===== config.mk =====
export PLATFORM = sky130hd
export DESIGN_NAME = ffba_table
export DESIGN_NICKNAME = d
export VERILOG_FILES = /design/src/hdl/ffba_pkg.sv /design/src/hdl/ffba_table.sv
export SDC_FILE = /design/constraint.sdc
export NUM_CORES = 2
export LEC_CHECK = 0
export BUFFER_PORTS_ARGS = -buffer_cell sky130_fd_sc_hd__buf_2
export CAP_MARGIN = 20
export CELL_PAD_IN_SITES_DETAIL_PLACEMENT = 1
export CELL_PAD_IN_SITES_GLOBAL_PLACEMENT = 1
export CORE_MARGIN = 3
export CORE_UTILIZATION = 35
export DETAILED_ROUTE_END_ITERATION = 10
export PLACE_DENSITY_LB_ADDON = 0.2
export SLEW_MARGIN = 20
export SYNTH_ARGS = -nofsm -noshare
export SYNTH_HDL_FRONTEND = slang
export SYNTH_MEMORY_MAX_BITS = 65536
export SYNTH_SLANG_ARGS = --single-unit

===== constraint.sdc =====
create_clock -name clock -period 6.8 [get_ports clock]
set_input_delay 0.34 -clock clock [delete_from_list [all_inputs] [get_ports clock]]
set_output_delay 0.34 -clock clock [all_outputs]
set_load 0.02 [all_outputs]

===== src/hdl/ffba_pkg.sv =====
`timescale 1ns / 1ps
`default_nettype none
// ----------------------------------------------------------------------------
// ffba_pkg
// Types and constants shared by the first-fit block allocator.
// ----------------------------------------------------------------------------
package ffba_pkg;

   localparam int ADDR_W     = 32;
   localparam int CSR_IDX_W  = 4;
   localparam int CSR_DATA_W = 32;

   // request opcodes
   localparam logic [1:0] OP_ALLOC   = 2'd0;
   localparam logic [1:0] OP_RELEASE = 2'd1;
   localparam logic [1:0] OP_RESIZE  = 2'd2;

   // response status codes
   localparam logic [1:0] ST_OK      = 2'd0;
   localparam logic [1:0] ST_NOSPACE = 2'd1;
   localparam logic [1:0] ST_ZERO    = 2'd2;
   localparam logic [1:0] ST_UNKNOWN = 2'd3;

   // register indexes
   localparam logic [CSR_IDX_W-1:0] REG_HEAP_BASE  = 4'd0;
   localparam logic [CSR_IDX_W-1:0] REG_HEAP_LIMIT = 4'd1;

   localparam logic [ADDR_W-1:0] HEAP_BASE_RST  = 32'h0000_0000;
   localparam logic [ADDR_W-1:0] HEAP_LIMIT_RST = 32'hFFFF_FFFF;

   // size rounding to 16 bytes, one bit of headroom
   localparam logic [ADDR_W:0] ROUND_ADD  = 33'd15;
   localparam logic [ADDR_W:0] ROUND_MASK = ~33'd15;

   typedef struct packed {
      logic [ADDR_W-1:0] start;
      logic [ADDR_W-1:0] bytes;
      logic              free;
   } entry_type;

   typedef enum logic [2:0] {
      S_IDLE,
      S_SCAN,
      S_APPEND,
      S_PATCH,
      S_DONE
   } state_type;

endpackage
`default_nettype wire


===== src/hdl/ffba_table.sv =====
`timescale 1ns / 1ps
`default_nettype none
// ----------------------------------------------------------------------------
// ffba_table
// Block table memory: one write port, one read port, registered read data.
// ----------------------------------------------------------------------------
module ffba_table #(
   parameter int DEPTH = 64,
   parameter int IDX_W = $clog2(DEPTH)
) (
   input  wire                  clock,
   input  wire                  wr_en,
   input  wire [IDX_W-1:0]      wr_addr,
   input  ffba_pkg::entry_type  wr_data,
   input  wire                  rd_en,
   input  wire [IDX_W-1:0]      rd_addr,
   output ffba_pkg::entry_type  rd_data
);

   ffba_pkg::entry_type blk_mem [DEPTH];
   ffba_pkg::entry_type rd_data_ff;

   always_ff @(posedge clock) begin
      if (wr_en) begin
         blk_mem[wr_addr] <= wr_data;
      end
   end

   always_ff @(posedge clock) begin
      if (rd_en) begin
         rd_data_ff <= blk_mem[rd_addr];
      end
   end

   assign rd_data = rd_data_ff;

endmodule
`default_nettype wire


### Word level (Yosys, flattened, before mapping)

Memory sizes are Yosys's and may differ from the RTL's. A register that Yosys moved wholly into a read port is not among the register bits.
Index checks and enable logic that the tools add are counted.
W data, S select, Z words.

* flip-flop bits (word level): 0
* memory bits (writable): 4160
* bits of input ports: 80
* output and inout bits: 65
* word-level logic and storage cells: 3
* memories kept: 1

Memory list
* blk_mem: words 64, bits a word 65, rd ports 1, clocked after Yosys merged registers in 1, wr ports 1, line ffba_table.sv:20 `ffba_pkg::entry_type blk_mem [DEPTH];`

* muxes and demuxes: 2

Operators with widths (number)
* $mux W1: 2

### Logic depth before layout (Yosys ltp)

* depth in word-level cells: 2
* mapped depth: 9
* depth with buffers taken out: 4

### Least setup slack after synthesis

No wires, ideal clock.

* kind: input-to-reg
* start: input port wr_addr[3]
* end: memory blk_mem[48][0] (netlist bit), enable pin
* arrival: 5.279 ns
* required time: 6.232 ns
* slack: 0.954 ns
* stages: 4
* path buffers: 1
* cell sequence: clkbuf_1 > nor2b_1 > nand4b_1 > nor3_1

RTL lines
* start, declared: line ffba_table.sv:13 `input wire [IDX_W-1:0] wr_addr,`
* end, declared: line ffba_table.sv:20

No word-level cell before the write port.

### Worst setup path after layout

* start: input port wr_addr[2]
* end: memory blk_mem[21][5] (netlist bit), enable pin

No word-level cell before the write port.

==> results.md <==
* Mapped Area at 159,000 um2
* Max-cap check violation count at 0
* Pleak at 56.1 nW
* H-Tree Depth at 5
* Relative slew slack at 11.6%
* Library cells used by synthesis at 26
* Routed WL per cell at 38.4 um
* CTS tree: yes
* Die Y-Extent at 680 um
* Worst Hold Depth at 2
* First DRT Iteration DRCs at 9,354
* First-pass GRT wire length at 699,000 um
* FILL cells at 41,600
* Total via count in the routed design at 78,000
* RSZ-0062 raised after global routing: false
* Vias in the first global route at 80,600
* Final Max Tran Viols at 0
* Area of the die at 462,000 um2
* Slew @ Worst Pin at 1.33 ns
* Hold Path Origin: wr_data[2]
* Pin count of the biggest net entering global routing at 122
* HPWL Detailed at 263,000 um
* Commonest non-fill, non-tap cells in the layout: 4,225 x edfxtp_1, 1,040 x mux4_2, 452 x clkbuf_16
* Remaining global-route overflow at 0
* Root buf cell: clkbuf_16
* Final setup skew at 0.0571 ns
* Most common cell after layout, fill and taps aside: edfxtp_1
* Ys flop type: edfxtp_1
* Period utilization at 40.1%
* Largest buffer count on any clock path at 4
* CTS Buf Count at 448
* Cells after Synth at 6,606
* Hold WC Path Type: input pin to flop
* Worst skew pair latency at 0.98 ns
* Min Tclk post-route at 2.73 ns
* Top Ports at 145
* GP Congestion at 0.738
* Register clock-pin slew on the reported worst setup and hold paths at 0.06 ns
* Async SR Flop Fraction at 0%
* # DRC at 0
* FF-to-FF path depth at 4
* Worst setup margin at 4.07 ns
* Tot GR Track Use at 22.0%
* Avg Cell Area, Syn at 24.1 um2
* Worst hold margin at 0.0768 ns
* Core area at 451,000 um2
* Initial antenna violation count at 34
* R2R Path Start: blk_mem[24][5]
* Crit end category: flop
* Outcome: complete, no violations
* Crit start category: input pin
* EDFF count, synth at 4,225
* Final net count at 7,167
* Initial Util at 35.3%
* DP Worst Slack at 3.13 ns
* Reg2reg end: rd_data[5]
* # setup viols final at 0
* Syn Nets at 6,686
* Register area share after synthesis at 79.8%
* Post-CTS resize count at 0
* Row count at 246
* Drt pass-1 iters at 5
* Setup Crit Path Kind: input pin to flop
* Synth Register Bits at 4,225
* Clock sink count at 4,225
* Post-Route WL at 515,000 um
* WP data required at 7.41 ns
* Worst Hold End: blk_mem[22][2]
* Critical Path AT at 3.34 ns
* Vias per inst at 5.82
* Port bufs at 144
* P&R area growth vs syn at 15.2%
* Setup TNS at 0 ns
* Share of cells above drive strength 1 at 28.0%
* YS warnings at 0
* Post-DRT Antenna Nets at 0
* Max Freq at 367 MHz
* FF-to-FF setup slack at 4.70 ns
* PwrDens at 303 nW/um2
* Die X at 680 um
* Hold Vio Cnt, Final at 0
* Worst Path Max Fanout at 22
* Peak VDD IR at 210 uV
-- report_power, final --
part	total [W]	switching [W]	internal, W
Combinational	0.00260	0.00169	0.000909
Clock	0.0239	0.0103	0.0136
Sequential	0.0290	0.000111	0.0289
-- timing repair --
item / 4_1_cts / 5_1_grt
setup buffers: 0 / 0
endpoints found under the setup margin: 0 / 0
hold buffers: 3 / 49
endpoints found under the hold margin: 44 / 3093
-- routing by layer --
layer	track usage, %	wire, um	share of wire [%]
met5	0	80	0.016
met4	5.80	14300	2.8
met3	3.17	31600	6.1
met2	36.7	254000	49
met1	30.3	215000	42
-- cell type report --
cell class                 instances  area (um2)  area share (%)
antenna                           18        45.0          0.0246
clock buffer                     553       11700            6.38
clock inverter                   251        2430            1.33
multi-input combinational       2004       30800            16.8
sequential                      4225      127000            69.3
tap                             5952        7450            4.07
timing repair buffer             408        3870            2.11
-- through the flow --
stage | cells | cell area (um2) | utilization [%] | power [W]
2_1_floorplan | 6606 | 159000 | - | 0.0309
3_3_place_gp | 12500 | 168000 | 37.3 | 0.0321
3_5_place_dp | 12500 | 168000 | 37.3 | 0.0322
4_1_cts | 13300 | 182000 | 40.5 | 0.0560
5_1_grt | 13400 | 183000 | 40.6 | 0.0571
6_report | 13400 | 183000 | 40.6 | 0.0555
-- flip-flops by register name, indices dropped and copies added, names as in the netlist --
register and flops:
rd_data 65, blk_mem 4160
-- cell usage after synthesis, types with 25 or more instances --
| cell | number | share of area [%] |
|---|---|---|
| nor2_1 | 112 | 0.26 |
| o211a_1 | 65 | 0.41 |
| mux4_2 | 1040 | 15 |
| edfxtp_1 | 4225 | 80 |
| buf_2 | 186 | 0.59 |
| clkbuf_1 | 120 | 0.28 |
| a211oi_1 | 65 | 0.31 |
| a22oi_1 | 260 | 1.2 |
| nand3_1 | 115 | 0.36 |
| buf_4 | 37 | 0.17 |
| o22ai_1 | 130 | 0.51 |
| o221ai_1 | 46 | 0.25 |
| nand3b_1 | 25 | 0.12 |
| mux2i_1 | 103 | 0.65 |
-- how the worst max path moves through the flow --
| stage | from | end | slack (ns) |
|---|---|---|---|
| after floorplan | wr_addr[3] | blk_mem[48][0] | 0.95 |
| final | wr_addr[2] | blk_mem[21][5] | 4.07 |
| after detailed placement | wr_en | blk_mem[14][47] | 3.13 |
| after global placement | wr_en | blk_mem[14][56] | 3.04 |
| after global routing | wr_en | blk_mem[14][44] | 4.02 |
| after CTS | wr_addr[2] | blk_mem[21][0] | 4.19 |
-- kinds of logic (layout without fill, tap and decap cells) --
logic type | Yosys count | count (layout) | share of synthesized area (%)
flip-flops | 4225 | 4225 | 79.8
multiplexers | 1143 | 1143 | 15.4
AO/OA/AOI/OAI | 566 | 566 | 2.71
buffers and inverters | 377 | 1212 | 1.20
AND/OR/NAND/NOR | 295 | 295 | 0.907
other | 0 | 18 | 0
-- worst max-delay path: stages --
cell and delay, ns:
buf_2 0.24, nor2b_1 0.24, nand3_1 0.68, nor2_4 1.10
buf_4 0.65
Note: power is estimated with default switching activity, not from simulation.
