==> config.mk <==
export PLATFORM = sky130hd
export DESIGN_NAME = ffba_ctrl_flat
export DESIGN_NICKNAME = d
export VERILOG_FILES = /design/src/hdl/ffba_pkg.sv /design/src/hdl/ffba_req_if.sv /design/src/hdl/ffba_rsp_if.sv /design/src/hdl/ffba_ctrl.sv /design/src/flat_wrapper.sv
export SDC_FILE = /design/constraint.sdc
export NUM_CORES = 1
export LEC_CHECK = 0
export BUFFER_PORTS_ARGS = -buffer_cell sky130_fd_sc_hd__buf_2
export CAP_MARGIN = 0
export CORE_MARGIN = 2
export CORE_UTILIZATION = 53
export DETAILED_ROUTE_END_ITERATION = 7
export PLACE_DENSITY = 0.78
export SETUP_SLACK_MARGIN = 0.3
export SYNTH_ARGS = -nofsm -noshare
export SYNTH_HDL_FRONTEND = slang
export SYNTH_SLANG_ARGS = --single-unit
export TNS_END_PERCENT = 1
==> constraint.sdc <==
create_clock -name clock -period 6 [get_ports clock]
set_clock_uncertainty 0.05 [all_clocks]
set_input_delay 0.3 -clock clock [delete_from_list [all_inputs] [get_ports clock]]
set_output_delay 0.3 -clock clock [all_outputs]
set_load 0.01 [all_outputs]
==> src/hdl/ffba_pkg.sv <==
`timescale 1ns / 1ps
`default_nettype none
// ----------------------------------------------------------------------------
// ffba_pkg
// Types and constants shared by the first-fit block allocator.
// ----------------------------------------------------------------------------
package ffba_pkg;

   localparam int ADDR_W     = 32;
   localparam int CSR_IDX_W  = 4;
   localparam int CSR_DATA_W = 32;

   // request opcodes
   localparam logic [1:0] OP_ALLOC   = 2'd0;
   localparam logic [1:0] OP_RELEASE = 2'd1;
   localparam logic [1:0] OP_RESIZE  = 2'd2;

   // response status codes
   localparam logic [1:0] ST_OK      = 2'd0;
   localparam logic [1:0] ST_NOSPACE = 2'd1;
   localparam logic [1:0] ST_ZERO    = 2'd2;
   localparam logic [1:0] ST_UNKNOWN = 2'd3;

   // register indexes
   localparam logic [CSR_IDX_W-1:0] REG_HEAP_BASE  = 4'd0;
   localparam logic [CSR_IDX_W-1:0] REG_HEAP_LIMIT = 4'd1;

   localparam logic [ADDR_W-1:0] HEAP_BASE_RST  = 32'h0000_0000;
   localparam logic [ADDR_W-1:0] HEAP_LIMIT_RST = 32'hFFFF_FFFF;

   // size rounding to 16 bytes, one bit of headroom
   localparam logic [ADDR_W:0] ROUND_ADD  = 33'd15;
   localparam logic [ADDR_W:0] ROUND_MASK = ~33'd15;

   typedef struct packed {
      logic [ADDR_W-1:0] start;
      logic [ADDR_W-1:0] bytes;
      logic              free;
   } entry_type;

   typedef enum logic [2:0] {
      S_IDLE,
      S_SCAN,
      S_APPEND,
      S_PATCH,
      S_DONE
   } state_type;

endpackage
`default_nettype wire

==> src/hdl/ffba_req_if.sv <==
`timescale 1ns / 1ps
`default_nettype none
// ----------------------------------------------------------------------------
// ffba_req_if
// Request channel: valid/ready with opcode, size and payload address.
// ----------------------------------------------------------------------------
interface ffba_req_if;
   logic        valid;
   logic        ready;
   logic [1:0]  op;
   logic [31:0] req_bytes;
   logic [31:0] user_addr;

   modport source (output valid, output op, output req_bytes, output user_addr, input ready);
   modport sink   (input valid, input op, input req_bytes, input user_addr, output ready);
endinterface
`default_nettype wire

==> src/hdl/ffba_rsp_if.sv <==
`timescale 1ns / 1ps
`default_nettype none
// ----------------------------------------------------------------------------
// ffba_rsp_if
// Response channel: valid/ready with result address and status.
// ----------------------------------------------------------------------------
interface ffba_rsp_if;
   logic        valid;
   logic        ready;
   logic [31:0] result_addr;
   logic [1:0]  status;

   modport source (output valid, output result_addr, output status, input ready);
   modport sink   (input valid, input result_addr, input status, output ready);
endinterface
`default_nettype wire

==> src/hdl/ffba_ctrl.sv <==
`timescale 1ns / 1ps
`default_nettype none
// ----------------------------------------------------------------------------
// ffba_ctrl
// Sequencer: table scans, append at the break, write-back and result beat.
// ----------------------------------------------------------------------------
module ffba_ctrl #(
   parameter int MAX_BLOCKS   = 64,
   parameter int HEADER_BYTES = 24,
   parameter int IDX_W        = $clog2(MAX_BLOCKS),
   parameter int CNT_W        = $clog2(MAX_BLOCKS + 1)
) (
   input  wire                  clock,
   input  wire                  reset,
   ffba_req_if.sink             req_ch,
   ffba_rsp_if.source           rsp_ch,
   input  wire [31:0]           heap_base,
   input  wire [31:0]           heap_limit,
   output logic                 mem_we,
   output logic [IDX_W-1:0]     mem_waddr,
   output ffba_pkg::entry_type  mem_wdata,
   output logic                 mem_re,
   output logic [IDX_W-1:0]     mem_raddr,
   input  ffba_pkg::entry_type  mem_rdata
);

   localparam logic [32:0]      HDR     = 33'(HEADER_BYTES);
   localparam logic [CNT_W-1:0] CNT_MAX = CNT_W'(MAX_BLOCKS);

   ffba_pkg::state_type state_ff, state_in;
   logic [1:0]          op_ff, op_in;
   logic [31:0]         req_ff, req_in;
   logic [31:0]         ua_ff, ua_in;
   logic [32:0]         rnd_ff, rnd_in;
   logic                fit_mode_ff, fit_mode_in;
   logic                patch_ff, patch_in;
   logic [CNT_W-1:0]    count_ff, count_in;
   logic [31:0]         break_ff, break_in;
   logic [CNT_W-1:0]    iss_ff, iss_in;
   logic                pend_ff, pend_in;
   logic [IDX_W-1:0]    pend_idx_ff, pend_idx_in;
   logic [IDX_W-1:0]    old_idx_ff, old_idx_in;
   ffba_pkg::entry_type old_ent_ff, old_ent_in;
   logic [31:0]         res_addr_ff, res_addr_in;
   logic [1:0]          res_st_ff, res_st_in;
   logic                out_valid_ff, out_valid_in;
   logic [31:0]         out_addr_ff, out_addr_in;
   logic [1:0]          out_st_ff, out_st_in;

   logic [32:0] pay_sum;
   logic        find_hit;
   logic        fit_hit;
   logic        hit;
   logic        scan_end;
   logic [31:0] brk;
   logic [33:0] new_brk;
   logic [32:0] brk_pay;
   logic [32:0] rnd_req;
   ffba_pkg::entry_type ent_tmp;

   assign pay_sum  = {1'b0, mem_rdata.start} + HDR;
   assign find_hit = pend_ff && (pay_sum == {1'b0, ua_ff});
   assign fit_hit  = pend_ff && mem_rdata.free && ({1'b0, mem_rdata.bytes} >= rnd_ff);
   assign hit      = fit_mode_ff ? fit_hit : find_hit;
   assign scan_end = !pend_ff && (iss_ff >= count_ff);
   assign brk      = (break_ff != 32'd0) ? break_ff : heap_base;
   assign new_brk  = {2'b00, brk} + {1'b0, rnd_ff} + {1'b0, HDR};
   assign brk_pay  = {1'b0, brk} + HDR;
   assign rnd_req  = ({1'b0, req_ch.req_bytes} + ffba_pkg::ROUND_ADD) & ffba_pkg::ROUND_MASK;

   assign req_ch.ready       = (state_ff == ffba_pkg::S_IDLE);
   assign rsp_ch.valid       = out_valid_ff;
   assign rsp_ch.result_addr = out_addr_ff;
   assign rsp_ch.status      = out_st_ff;

   always_ff @(posedge clock) begin
      if (reset) begin
         state_ff     <= ffba_pkg::S_IDLE;
         count_ff     <= '0;
         break_ff     <= '0;
         pend_ff      <= 1'b0;
         out_valid_ff <= 1'b0;
      end else begin
         state_ff     <= state_in;
         count_ff     <= count_in;
         break_ff     <= break_in;
         pend_ff      <= pend_in;
         out_valid_ff <= out_valid_in;
      end
      op_ff       <= op_in;
      req_ff      <= req_in;
      ua_ff       <= ua_in;
      rnd_ff      <= rnd_in;
      fit_mode_ff <= fit_mode_in;
      patch_ff    <= patch_in;
      iss_ff      <= iss_in;
      pend_idx_ff <= pend_idx_in;
      old_idx_ff  <= old_idx_in;
      old_ent_ff  <= old_ent_in;
      res_addr_ff <= res_addr_in;
      res_st_ff   <= res_st_in;
      out_addr_ff <= out_addr_in;
      out_st_ff   <= out_st_in;
   end

   always_comb begin
      state_in     = state_ff;
      op_in        = op_ff;
      req_in       = req_ff;
      ua_in        = ua_ff;
      rnd_in       = rnd_ff;
      fit_mode_in  = fit_mode_ff;
      patch_in     = patch_ff;
      count_in     = count_ff;
      break_in     = break_ff;
      iss_in       = iss_ff;
      pend_in      = 1'b0;
      pend_idx_in  = pend_idx_ff;
      old_idx_in   = old_idx_ff;
      old_ent_in   = old_ent_ff;
      res_addr_in  = res_addr_ff;
      res_st_in    = res_st_ff;
      out_valid_in = out_valid_ff;
      out_addr_in  = out_addr_ff;
      out_st_in    = out_st_ff;
      mem_we       = 1'b0;
      mem_waddr    = pend_idx_ff;
      mem_wdata    = mem_rdata;
      mem_re       = 1'b0;
      mem_raddr    = iss_ff[IDX_W-1:0];
      ent_tmp      = mem_rdata;

      if (out_valid_ff && rsp_ch.ready) begin
         out_valid_in = 1'b0;
      end

      unique case (state_ff)
         ffba_pkg::S_IDLE: begin
            if (req_ch.valid) begin
               op_in       = req_ch.op;
               req_in      = req_ch.req_bytes;
               ua_in       = req_ch.user_addr;
               rnd_in      = rnd_req;
               iss_in      = '0;
               patch_in    = 1'b0;
               fit_mode_in = 1'b0;
               res_addr_in = '0;
               res_st_in   = ffba_pkg::ST_OK;
               priority if (req_ch.op == ffba_pkg::OP_RELEASE) begin
                  state_in = (req_ch.user_addr == 32'd0) ? ffba_pkg::S_DONE
                                                         : ffba_pkg::S_SCAN;
               end else if (req_ch.op == ffba_pkg::OP_RESIZE &&
                            req_ch.user_addr != 32'd0) begin
                  state_in = ffba_pkg::S_SCAN;
               end else if (req_ch.op == ffba_pkg::OP_ALLOC ||
                            req_ch.op == ffba_pkg::OP_RESIZE) begin
                  if (req_ch.req_bytes == 32'd0) begin
                     res_st_in = ffba_pkg::ST_ZERO;
                     state_in  = ffba_pkg::S_DONE;
                  end else begin
                     fit_mode_in = 1'b1;
                     state_in    = ffba_pkg::S_SCAN;
                  end
               end else begin
                  state_in = ffba_pkg::S_DONE;
               end
            end
         end

         ffba_pkg::S_SCAN: begin
            priority if (hit) begin
               if (fit_mode_ff) begin
                  ent_tmp      = mem_rdata;
                  ent_tmp.free = 1'b0;
                  mem_we       = 1'b1;
                  mem_waddr    = pend_idx_ff;
                  mem_wdata    = ent_tmp;
                  res_addr_in  = pay_sum[31:0];
                  res_st_in    = ffba_pkg::ST_OK;
                  state_in     = patch_ff ? ffba_pkg::S_PATCH : ffba_pkg::S_DONE;
               end else if (op_ff == ffba_pkg::OP_RELEASE) begin
                  ent_tmp      = mem_rdata;
                  ent_tmp.free = 1'b1;
                  mem_we       = 1'b1;
                  mem_waddr    = pend_idx_ff;
                  mem_wdata    = ent_tmp;
                  res_addr_in  = '0;
                  res_st_in    = ffba_pkg::ST_OK;
                  state_in     = ffba_pkg::S_DONE;
               end else if (mem_rdata.bytes >= req_ff) begin
                  res_addr_in = ua_ff;
                  res_st_in   = ffba_pkg::ST_OK;
                  state_in    = ffba_pkg::S_DONE;
               end else begin
                  // grow: keep the old entry, then first-fit for the new size
                  old_idx_in  = pend_idx_ff;
                  old_ent_in  = mem_rdata;
                  fit_mode_in = 1'b1;
                  patch_in    = 1'b1;
                  iss_in      = '0;
               end
            end else if (scan_end) begin
               if (fit_mode_ff) begin
                  state_in = ffba_pkg::S_APPEND;
               end else begin
                  res_addr_in = '0;
                  res_st_in   = ffba_pkg::ST_UNKNOWN;
                  state_in    = ffba_pkg::S_DONE;
               end
            end else if (iss_ff < count_ff) begin
               mem_re      = 1'b1;
               iss_in      = iss_ff + 1'b1;
               pend_in     = 1'b1;
               pend_idx_in = iss_ff[IDX_W-1:0];
            end else begin
               // last entry still in flight
               pend_in = 1'b0;
            end
         end

         ffba_pkg::S_APPEND: begin
            if (count_ff >= CNT_MAX || new_brk > {2'b00, heap_limit}) begin
               res_addr_in = '0;
               res_st_in   = ffba_pkg::ST_NOSPACE;
               state_in    = ffba_pkg::S_DONE;
            end else begin
               ent_tmp.start = brk;
               ent_tmp.bytes = rnd_ff[31:0];
               ent_tmp.free  = 1'b0;
               mem_we        = 1'b1;
               mem_waddr     = count_ff[IDX_W-1:0];
               mem_wdata     = ent_tmp;
               count_in      = count_ff + 1'b1;
               break_in      = new_brk[31:0];
               res_addr_in   = brk_pay[31:0];
               res_st_in     = ffba_pkg::ST_OK;
               state_in      = patch_ff ? ffba_pkg::S_PATCH : ffba_pkg::S_DONE;
            end
         end

         ffba_pkg::S_PATCH: begin
            ent_tmp      = old_ent_ff;
            ent_tmp.free = 1'b1;
            mem_we       = 1'b1;
            mem_waddr    = old_idx_ff;
            mem_wdata    = ent_tmp;
            state_in     = ffba_pkg::S_DONE;
         end

         ffba_pkg::S_DONE: begin
            if (!out_valid_ff || rsp_ch.ready) begin
               out_valid_in = 1'b1;
               out_addr_in  = res_addr_ff;
               out_st_in    = res_st_ff;
               state_in     = ffba_pkg::S_IDLE;
            end
         end

         default: begin
            state_in = ffba_pkg::S_IDLE;
         end
      endcase
   end

   a_we_state: assert property (@(posedge clock) disable iff (reset)
      mem_we |-> (state_ff == ffba_pkg::S_SCAN || state_ff == ffba_pkg::S_APPEND ||
                  state_ff == ffba_pkg::S_PATCH))
      else $error("table write outside scan, append or patch");

   a_re_bound: assert property (@(posedge clock) disable iff (reset)
      mem_re |-> (iss_ff < count_ff))
      else $error("table read beyond block count");

   a_count_bound: assert property (@(posedge clock) disable iff (reset)
      count_ff <= CNT_MAX)
      else $error("block count above table depth");

   a_count_grow: assert property (@(posedge clock) disable iff (reset)
      (state_ff == ffba_pkg::S_APPEND && count_in != count_ff) |->
         (mem_we && mem_waddr == count_ff[IDX_W-1:0]) ##1 (count_ff == $past(count_ff) + 1'b1))
      else $error("block count grew without an appended entry");

endmodule
`default_nettype wire

==> src/flat_wrapper.sv <==
// flat-port wrapper written by rule: the top's interface ports become plain ports
module ffba_ctrl_flat 
#(
   parameter int MAX_BLOCKS   = 64,
   parameter int HEADER_BYTES = 24,
   parameter int IDX_W        = $clog2(MAX_BLOCKS),
   parameter int CNT_W        = $clog2(MAX_BLOCKS + 1)
)
  (clock, reset, heap_base, heap_limit, mem_we, mem_waddr, mem_wdata, mem_re, mem_raddr, mem_rdata, req_ch_valid, req_ch_op, req_ch_req_bytes, req_ch_user_addr, req_ch_ready, rsp_ch_valid, rsp_ch_result_addr, rsp_ch_status, rsp_ch_ready);
  ffba_req_if req_ch_i ();
  ffba_rsp_if rsp_ch_i ();
  input  wire clock;
  input  wire reset;
  input  wire [31:0] heap_base;
  input  wire [31:0] heap_limit;
  output logic mem_we;
  output logic [IDX_W-1:0] mem_waddr;
  output ffba_pkg::entry_type mem_wdata;
  output logic mem_re;
  output logic [IDX_W-1:0] mem_raddr;
  input  ffba_pkg::entry_type mem_rdata;
  input wire logic [$bits(req_ch_i.valid)-1:0] req_ch_valid;
  input wire logic [$bits(req_ch_i.op)-1:0] req_ch_op;
  input wire logic [$bits(req_ch_i.req_bytes)-1:0] req_ch_req_bytes;
  input wire logic [$bits(req_ch_i.user_addr)-1:0] req_ch_user_addr;
  output wire logic [$bits(req_ch_i.ready)-1:0] req_ch_ready;
  output wire logic [$bits(rsp_ch_i.valid)-1:0] rsp_ch_valid;
  output wire logic [$bits(rsp_ch_i.result_addr)-1:0] rsp_ch_result_addr;
  output wire logic [$bits(rsp_ch_i.status)-1:0] rsp_ch_status;
  input wire logic [$bits(rsp_ch_i.ready)-1:0] rsp_ch_ready;
  assign req_ch_i.valid = req_ch_valid;
  assign req_ch_i.op = req_ch_op;
  assign req_ch_i.req_bytes = req_ch_req_bytes;
  assign req_ch_i.user_addr = req_ch_user_addr;
  assign req_ch_ready = req_ch_i.ready;
  assign rsp_ch_valid = rsp_ch_i.valid;
  assign rsp_ch_result_addr = rsp_ch_i.result_addr;
  assign rsp_ch_status = rsp_ch_i.status;
  assign rsp_ch_i.ready = rsp_ch_ready;
  ffba_ctrl #(.MAX_BLOCKS(MAX_BLOCKS), .HEADER_BYTES(HEADER_BYTES), .IDX_W(IDX_W), .CNT_W(CNT_W)) u_core (.clock(clock), .reset(reset), .req_ch(req_ch_i), .rsp_ch(rsp_ch_i), .heap_base(heap_base), .heap_limit(heap_limit), .mem_we(mem_we), .mem_waddr(mem_waddr), .mem_wdata(mem_wdata), .mem_re(mem_re), .mem_raddr(mem_raddr), .mem_rdata(mem_rdata));
endmodule
After elaboration in Yosys (flattened, before gate mapping)
Cells that the tools add are included.
W data, S select, Z words.
- flip-flop bits (word level): 292
- input bits: 199
- output and inout bits: 115
- word-level logic and storage cells: 173
- $add $sub $neg: 7
- magnitude comparators: 6
- eq/ne operators: 22
- multiplexer cells: 83
- bitwise logic cells: 6
- reduce and logical (&&, ||, !) cells: 29
- operator list (operator ; number):
    $mux W32 ; 9
    $pmux W65 S3 ; 1
    $pmux W32 S3 ; 1
    $mux W65 ; 1
    $logic_not A32 Y1 ; 2
    $reduce_bool A32 Y1 ; 2
    $mux W7 ; 7
    $mux W3 ; 15
    $add A32 B33 Y34 ; 1
    $add A34 B5 Y34 const B ; 1
    $gt A34 B32 Y1 ; 1
    $add A32 B4 Y33 const B ; 1
    $add A32 B5 Y33 const B ; 1
    $eq A33 B32 Y1 ; 1
    $ge A32 B33 Y1 ; 1
    $add A32 B5 Y32 const B ; 1
    $ge A32 B32 Y1 ; 1
    $mux W1 ; 30
    $mux W2 ; 11
    $pmux W3 S5 ; 1
    $add A7 B1 Y7 const B ; 2
    $pmux W7 S2 ; 1
    $ne A3 B3 Y1 const B ; 4
    $pmux W6 S2 ; 1
    31 further kinds ; 56

Depth between registers and ports, before layout
Gate-level depths: netlist of run 1.
- depth after elaboration: 8
- mapped depth: 30
- depth with buffers taken out: 25

Least setup slack after synthesis of run 1
OpenSTA, ideal clock, no wires.
- path kind: flip-flop to output port
- start: register u_core.break_ff[13]
- end: output port mem_wdata[44] (netlist bit)
- arrival: 6.260 ns
- data required time: 5.650 ns
- setup slack: -0.610 ns
- cell stages (with the launch flop): 31
- buffers on the path: 5
- cells stage by stage: dfxtp_1 nor4_2 nand4_4 nor2_1 clkbuf_8 buf_6 clkbuf_8 a21oi_1 ha_1 inv_1 ha_1 fa_1 a211oi_1 o21ai_1 a31o_2 a21o_1 a21o_1 a21oi_1 xnor2_1 ha_1 nand2_1 nor4_1 nand2_1 o211ai_1 a21oi_1 o211ai_1 or4_1 clkbuf_1 buf_1 o22ai_1 a21oi_1
- RTL lines (item ; RTL line ; text):
    start, declared ; ffba_ctrl.sv:38 ; logic [31:0] break_ff, break_in;
    start signal, assigned ; ffba_ctrl.sv:86 ; break_ff <= break_in;
    end, declared ; flat_wrapper.sv:18 ; output ffba_pkg::entry_type mem_wdata;

==> run_results.csv, run 1 <==
group,metric,value,unit
worst_setup_path,critPathMaxStageDelay,0.60,ns
sta,rsz_0062_raised_after_global_routing,"yes",
run,drv_cap,0,
cells_and_area,post_route_cells_drive_above_1_share,0.325,
cells_and_area,filler_cells,2439,
placement,port_buffers,313,
cells_and_area,layout-area-overhead-vs-synth,36.4,%
sta,finalHoldViolations,0,
sta,final-setup-viol-count,140,
sta,timing.hold.ws,0.0262,ns
logic_synthesis,ys_ff_latch,292,
worst_setup_path,worst_setup_path_end_kind,"output port",
logic_synthesis,yosysWarningCount,0,
detailed_routing,wirelength,75400,um
floorplanning,start_util,0.537,
floorplanning,core,36500,um2
logic_synthesis,synth-edff-count,248,
sta,max_slew_violations,0,
worst_setup_path,critical_path.max_fanout,8,
outcome,run_status,"finished with violations",
worst_setup_path,critical_path_arrival,6.69,ns
worst_setup_path,crit_path_end,"mem_wdata[20]",
grt,antenna_violations_before_repair,9,
hold_path,worst_hold_path_type,"in -> reg",
logic_synthesis,syn-mean-instance-area,9.84,um2
worst_setup_path,crit_required,5.65,ns
logic_synthesis,syn-cell-area,19600,um2
sta,fmax,142,MHz
grt,first_global_vias,19100,
detailed_routing,drt-pass1-iter-count,7,
outcome,failed_checks,"setup timing",
sta,final_critical_path_setup_slack,-1.04,ns
sta,post-route-period-util,1.17,
clocking,path_clk_slew,0.07,ns
grt,grt_start_max_net_pins,73,
worst_setup_path,kind_of_critical_path,"reg -> out",
logic_synthesis,postSynthCellCount,1993,
detailed_routing,drc_errors,0,
logic_synthesis,synth.yosys.seq_area_share,0.425,
logic_synthesis,net_count_synth,2353,
grt,grt_pass1_wl,111000,um
worst_setup_path,ff2ff_path_depth,27,
cells_and_area,layout.core_utilization,0.732,
floorplanning,floorplan.die.width,196,um
worst_setup_path,worstSetupStartpoint,"u_core.break_ff[9]",
sta,worst_slew_margin_relative_to_its_limit,0.143,
logic_synthesis,synth.top_cell.area_share,0.380,
floorplanning,placementRows,70,
clocking,cts_max_level,1,
sta,min_period,7.04,ns
worst_setup_path,reg2reg_setup_slack,-0.43,ns
detailed_routing,num_vias,19300,
clocking,cts_buffers,31,
sta,max_slew.worst_pin.slew,1.29,ns
logic_synthesis,postSynth.topFlopCell,"sky130_fd_sc_hd__edfxtp_1",
floorplanning,ios,314,
detailed_routing,avgRoutedWirePerCell,24.8,um
logic_synthesis,post-synth-top-area-cell,"sky130_fd_sc_hd__edfxtp_1",
clocking,cts_root_buf,"sky130_fd_sc_hd__clkbuf_16",
logic_synthesis,netlist-cell-type-count,94,
logic_synthesis,ys_async_sr_fraction,0,
worst_setup_path,timing.critical_path.from_type,"flip-flop",
clocking,clock_insertion_delay_worst_skew,0.60,ns
placement,place.detailed.hpwl,53300,um
detailed_routing,number_of_nets_with_antenna_violations_after_routing,0,
clocking,cts_tree,"built",
worst_setup_path,regToRegEndpoint,"u_core.res_addr_ff[2]",
worst_setup_path,reg_to_reg_startpoint,"u_core.break_ff[9]",
floorplanning,design.die.area,38500,um2
floorplanning,die_y,196,um
clocking,cts_sinks,292,
detailed_routing,routed_via_density,6.32,
placement,place.gp.congestion,0.976,
worst_setup_path,slowest_stage,"sky130_fd_sc_hd__or4_4",
grt,grt.overflow.total,0,
logic_synthesis,synthTopCellsByArea,"sky130_fd_sc_hd__edfxtp_1 38%, sky130_fd_sc_hd__ha_1 10%, sky130_fd_sc_hd__o22ai_1 4.5%",
cells_and_area,net_count_final,2907,
detailed_routing,number_of_drc_markers_in_iteration_0,1850,
worst_setup_path,path_common_cell,"sky130_fd_sc_hd__ha_4",
grt,globalRouteTotalUtil,0.379,
clocking,cts_max_path_buffers,3,
-- flip-flops by register name (all words and copies together) (netlist names), 29 cells and up --
register,cells
u_core.break_ff,32
u_core.old_ent_ff,64
u_core.req_ff,32
u_core.res_addr_ff,32
u_core.rnd_ff,29
u_core.rsp_ch.result_addr,32
u_core.ua_ff,32
-- layout make-up --
cell class	instances	area, um2	share of cell area
repair buffers	627	4510	0.168
clock buffers	34	787	0.0294
inverters	155	584	0.0218
clock inverters	23	314	0.0117
multi-input cells	1440	11600	0.434
diodes	5	12.5	0.000468
flip-flops and latches	292	8340	0.312
well taps	468	586	0.0219
-- repair_timing --
action / CTS / global route
hold endpoints to repair: 107 / 0
endpoints found under the setup margin: 147 / 147
gates cloned: 4 / 2
pin swaps: 47 / 79
setup buffers: 13 / 10
resized for setup: 73 / 68
hold buffers: 103 / 0
-- metrics by stage --
stage	area, um2	TNS, ns	worst slack, ns	cells
3_5_place_dp	23400	-58.23	-0.700	2850
3_3_place_gp	23400	-58.00	-0.549	2850
6_report	26700	-85.92	-1.04	3044
2_1_floorplan	20300	-7.12	-0.115	1993
5_1_grt	26700	-119.79	-1.24	3040
4_1_cts	26200	-70.82	-0.899	3027
-- cells in the final DEF (no fill, tap or decap), drive strengths merged, types with 7 or more instances in the layout --
cell,Yosys,layout
nor2,96,96
and4,14,14
ha,160,160
a211oi,18,18
nor3,33,33
clkbuf,67,36
xnor2,86,86
clkinv,0,16
nand3,58,58
and3,20,20
a22oi,23,23
dfxtp,44,44
dlygate4sd3,0,103
nand2b,14,14
or4,7,7
a21oi,175,175
edfxtp,248,248
o21a,14,14
buf,39,522
o31ai,15,15
nand4,44,44
nor4,51,51
xor2,37,37
o22ai,142,142
nor2b,16,16
nand2,153,153
mux2i,7,7
bufinv,0,7
a21o,40,40
a221o,9,9
o21ai,62,62
o211ai,11,11
a2111oi,11,11
and2,18,18
inv,155,155
-- synthesized netlist by cell type (13+ instances only) --
master                     count
sky130_fd_sc_hd__nand3_1      57
sky130_fd_sc_hd__and2_1       17
sky130_fd_sc_hd__edfxtp_1    248
sky130_fd_sc_hd__a21o_1       32
sky130_fd_sc_hd__xnor2_1      86
sky130_fd_sc_hd__nor3_1       31
sky130_fd_sc_hd__ha_1        160
sky130_fd_sc_hd__nor4_1       38
sky130_fd_sc_hd__nor2_1       96
sky130_fd_sc_hd__nand2_1     153
sky130_fd_sc_hd__and3_1       19
sky130_fd_sc_hd__and4_1       14
sky130_fd_sc_hd__nor2b_1      16
sky130_fd_sc_hd__a211oi_1     16
sky130_fd_sc_hd__o31ai_1      13
sky130_fd_sc_hd__o21a_1       14
sky130_fd_sc_hd__clkbuf_1     62
sky130_fd_sc_hd__o22ai_1     142
sky130_fd_sc_hd__xor2_1       37
sky130_fd_sc_hd__buf_2        23
sky130_fd_sc_hd__nand2b_1     14
sky130_fd_sc_hd__a22oi_1      23
sky130_fd_sc_hd__nand4_1      37
sky130_fd_sc_hd__a21oi_1     175
sky130_fd_sc_hd__o21ai_0      57
sky130_fd_sc_hd__inv_1       154
sky130_fd_sc_hd__dfxtp_1      44
-- critical path, delay by kind of cell, from the launching register on --
family / cells / cell delay [ns]
DFF: 1 / 0.34
and+or+nand+nor: 9 / 2.24
adders and majority gates: 3 / 0.72
AOI/OAI and AO/OA: 10 / 1.96
buffers and inverters: 5 / 0.81
-- how the worst min path moves through the flow --
stage,startpoint,end,slack (ns),cells past startpoint
after floorplan,mem_rdata[10],u_core.old_ent_ff[10],0.35,0
after global placement,u_core.res_addr_ff[16],u_core.rsp_ch.result_addr[16],0.35,0
after detailed placement,u_core.res_addr_ff[31],u_core.rsp_ch.result_addr[31],0.35,0
after CTS,mem_rdata[51],u_core.old_ent_ff[51],0.007,1
after global routing,mem_rdata[38],u_core.old_ent_ff[38],0.02,1
final,mem_rdata[36],u_core.old_ent_ff[36],0.03,1
-- cell families (layout without fill, tap and decap cells) --
| kind of cell | count (synthesis) | after routing | synth area share |
|---|---|---|---|
| AOI/OAI and AO/OA | 581 | 581 | 0.191 |
| other | 0 | 5 | 0 |
| DFF | 292 | 292 | 0.425 |
| xor gates and xnor gates | 130 | 130 | 0.0630 |
| muxes | 8 | 8 | 0.00415 |
| and+or+nand+nor | 560 | 560 | 0.159 |
| buffers and inverters | 261 | 839 | 0.0558 |
| adders and majority gates | 161 | 161 | 0.103 |
-- layer usage --
metal,vias up,track usage,part of all wire
li1,8658,-,-
met1,9150,0.477,0.38
met2,1190,0.637,0.47
met3,244,0.0693,0.096
met4,10,0.173,0.057
met5,-,0,0.00078
Power of run 1 is left out: the tool's default activity adds up to more than one toggle a clock period on the data nets, which glitch-free logic cannot reach.
==> run 2, diff against run 1 <==
--- a/config.mk
+++ b/config.mk
@@ -11,7 +11,8 @@
 export CORE_UTILIZATION = 53
 export DETAILED_ROUTE_END_ITERATION = 7
 export PLACE_DENSITY = 0.78
-export SETUP_SLACK_MARGIN = 0.3
+export SETUP_SLACK_MARGIN = 0.05
+export SLEW_MARGIN = 20
 export SYNTH_ARGS = -nofsm -noshare
 export SYNTH_HDL_FRONTEND = slang
 export SYNTH_SLANG_ARGS = --single-unit
==> run 2 against run 1 <==
The flow still finishes with violations (setup timing). Global-route usage unchanged. Flip-flop and latch count unchanged. Fmax about the same. Critical path depth increased by 1. Cell count unchanged.
==> run_results.csv, run 2 (synthesis gave the netlist of run 1 again) <==
group,metric,value,unit
outcome,run_status,"finished with violations",
outcome,failed_checks,"setup timing",
cells_and_area,post_route_cells_drive_above_1_share,0.325,
detailed_routing,number_of_nets_with_antenna_violations_after_routing,0,
sta,rsz_0062_raised_after_global_routing,"yes",
sta,post-route-period-util,1.17,
grt,globalRouteTotalUtil,0.379,
cells_and_area,filler_cells,2437,
cells_and_area,largest-register,"u_core.old_ent_ff",
worst_setup_path,kind_of_critical_path,"reg -> out",
cells_and_area,largest_register_ff_count,64,
floorplanning,floorplan.die.width,196,um
clocking,cts_tree,"built",
sta,final_critical_path_setup_slack,-1.04,ns
detailed_routing,drt-pass1-iter-count,6,
grt,antenna_violations_before_repair,9,
detailed_routing,num_vias,19400,
sta,max_slew.worst_pin.slew,1.09,ns
placement,port_buffers,313,
cells_and_area,final_cell_mix,"312 x sky130_fd_sc_hd__buf_2, 248 x sky130_fd_sc_hd__edfxtp_1, 184 x sky130_fd_sc_hd__buf_4",
sta,max_slew_violations,0,
grt,grt_pass1_wl,111000,um
sta,finalHoldViolations,0,
sta,fmax,142,MHz
sta,worst_slew_margin_relative_to_its_limit,0.266,
clocking,cts_max_level,1,
hold_path,min-delay-start,"mem_rdata[36]",
floorplanning,ios,314,
floorplanning,start_util,0.537,
detailed_routing,avgRoutedWirePerCell,24.8,um
detailed_routing,wirelength,75400,um
worst_setup_path,slowest_stage,"sky130_fd_sc_hd__or4_4",
worst_setup_path,worst_setup_path_end_kind,"output port",
clocking,path_clk_slew,0.07,ns
clocking,clock_insertion_delay_worst_skew,0.60,ns
grt,grt_start_max_net_pins,73,
worst_setup_path,critical_path.max_fanout,8,
detailed_routing,drc_errors,0,
worst_setup_path,worstSetupStartpoint,"u_core.break_ff[9]",
placement,place.detailed.hpwl,53300,um
worst_setup_path,critPathMaxStageDelay,0.60,ns
detailed_routing,routed_via_density,6.36,
floorplanning,core,36500,um2
sta,final_total_negative_setup_slack,-84.57,ns
floorplanning,design.die.area,38500,um2
worst_setup_path,critical_path_arrival,6.69,ns
cells_and_area,mostFrequentLayoutCell,"sky130_fd_sc_hd__buf_2",
cells_and_area,net_count_final,2907,
clocking,cts_buffers,31,
grt,first_global_vias,19100,
run,drv_cap,0,
sta,final-setup-viol-count,135,
clocking,cts_max_path_buffers,3,
clocking,cts_sinks,292,
floorplanning,die_y,196,um
worst_setup_path,reg2reg_setup_slack,-0.43,ns
detailed_routing,number_of_drc_markers_in_iteration_0,1821,
placement,place.gp.congestion,0.976,
cells_and_area,layout-area-overhead-vs-synth,36.6,%
grt,grt.overflow.total,0,
hold_path,worst_hold_path_type,"in -> reg",
sta,min_period,7.04,ns
worst_setup_path,timing.critical_path.from_type,"flip-flop",
floorplanning,placementRows,70,
clocking,cts_root_buf,"sky130_fd_sc_hd__clkbuf_16",
cells_and_area,layout.core_utilization,0.733,
worst_setup_path,crit_required,5.65,ns
worst_setup_path,reg_to_reg_startpoint,"u_core.break_ff[9]",
-- run 2: cell counts in the layout (fill, tap and decap cells not counted) --
Identical to the previous run, type by type.
-- run 2: area by class of cell --
type	count	area (um2)	area share
Timing Repair Buffer	627	4510	0.169
Antenna cell	5	12.5	0.000467
Tap cell	468	586	0.0219
Clock buffer	34	787	0.0294
Inverter	155	584	0.0218
Sequential cell	292	8340	0.311
Clock inverter	23	314	0.0117
Multi-Input combinational cell	1440	11600	0.435
-- run 2: repair_timing --
action	in CTS	in global routing
cloned	4	2
endpoints found under the hold margin	107	0
gates resized for setup	73	73
setup endpoints to repair	146	147
hold buffers	103	0
pin swaps	47	81
setup buffers	13	10
-- run 2: metal layers --
metal / track usage / share of wire / up-vias / wire [um]
met4: 0.173 / 0.055 / 10 / 4110
li1: - / - / 8665 / -
met2: 0.637 / 0.47 / 1213 / 35300
met3: 0.0693 / 0.097 / 238 / 7300
met5: 0 / 0.00086 / - / 65
met1: 0.477 / 0.38 / 9227 / 28600
-- run 2: stage by stage --
step	cell area, um2	instances	hold slack, ns	worst slack (ns)
after floorplan	20300	1993	0.349	-0.115
after global placement	23400	2850	0.351	-0.549
after detailed placement	23400	2850	0.355	-0.700
after CTS	26200	3027	0.00750	-0.899
after global routing	26800	3040	0.0169	-1.22
final	26800	3044	0.0252	-1.04
-- run 2: worst paths after layout --
path                                        to  cells past startpoint
setup / recovery                 mem_wdata[12]                     28
hold / removal           u_core.old_ent_ff[36]                      1
setup reg to reg         u_core.res_addr_ff[2]                     28
hold reg to reg   u_core.rsp_ch.result_addr[3]                      0
-- run 2: critical path: cells and delay by family, from the launching register on --
| kind | cells | cell delay [ns] |
|---|---|---|
| AND/OR/NAND/NOR | 7 | 1.63 |
| flip-flops | 1 | 0.34 |
| adder cells (fa/ha/maj) | 3 | 0.87 |
| buffers and inverters | 6 | 0.91 |
| AO/OA/AOI/OAI | 12 | 2.34 |
Power of run 2 is left out for the same reason.
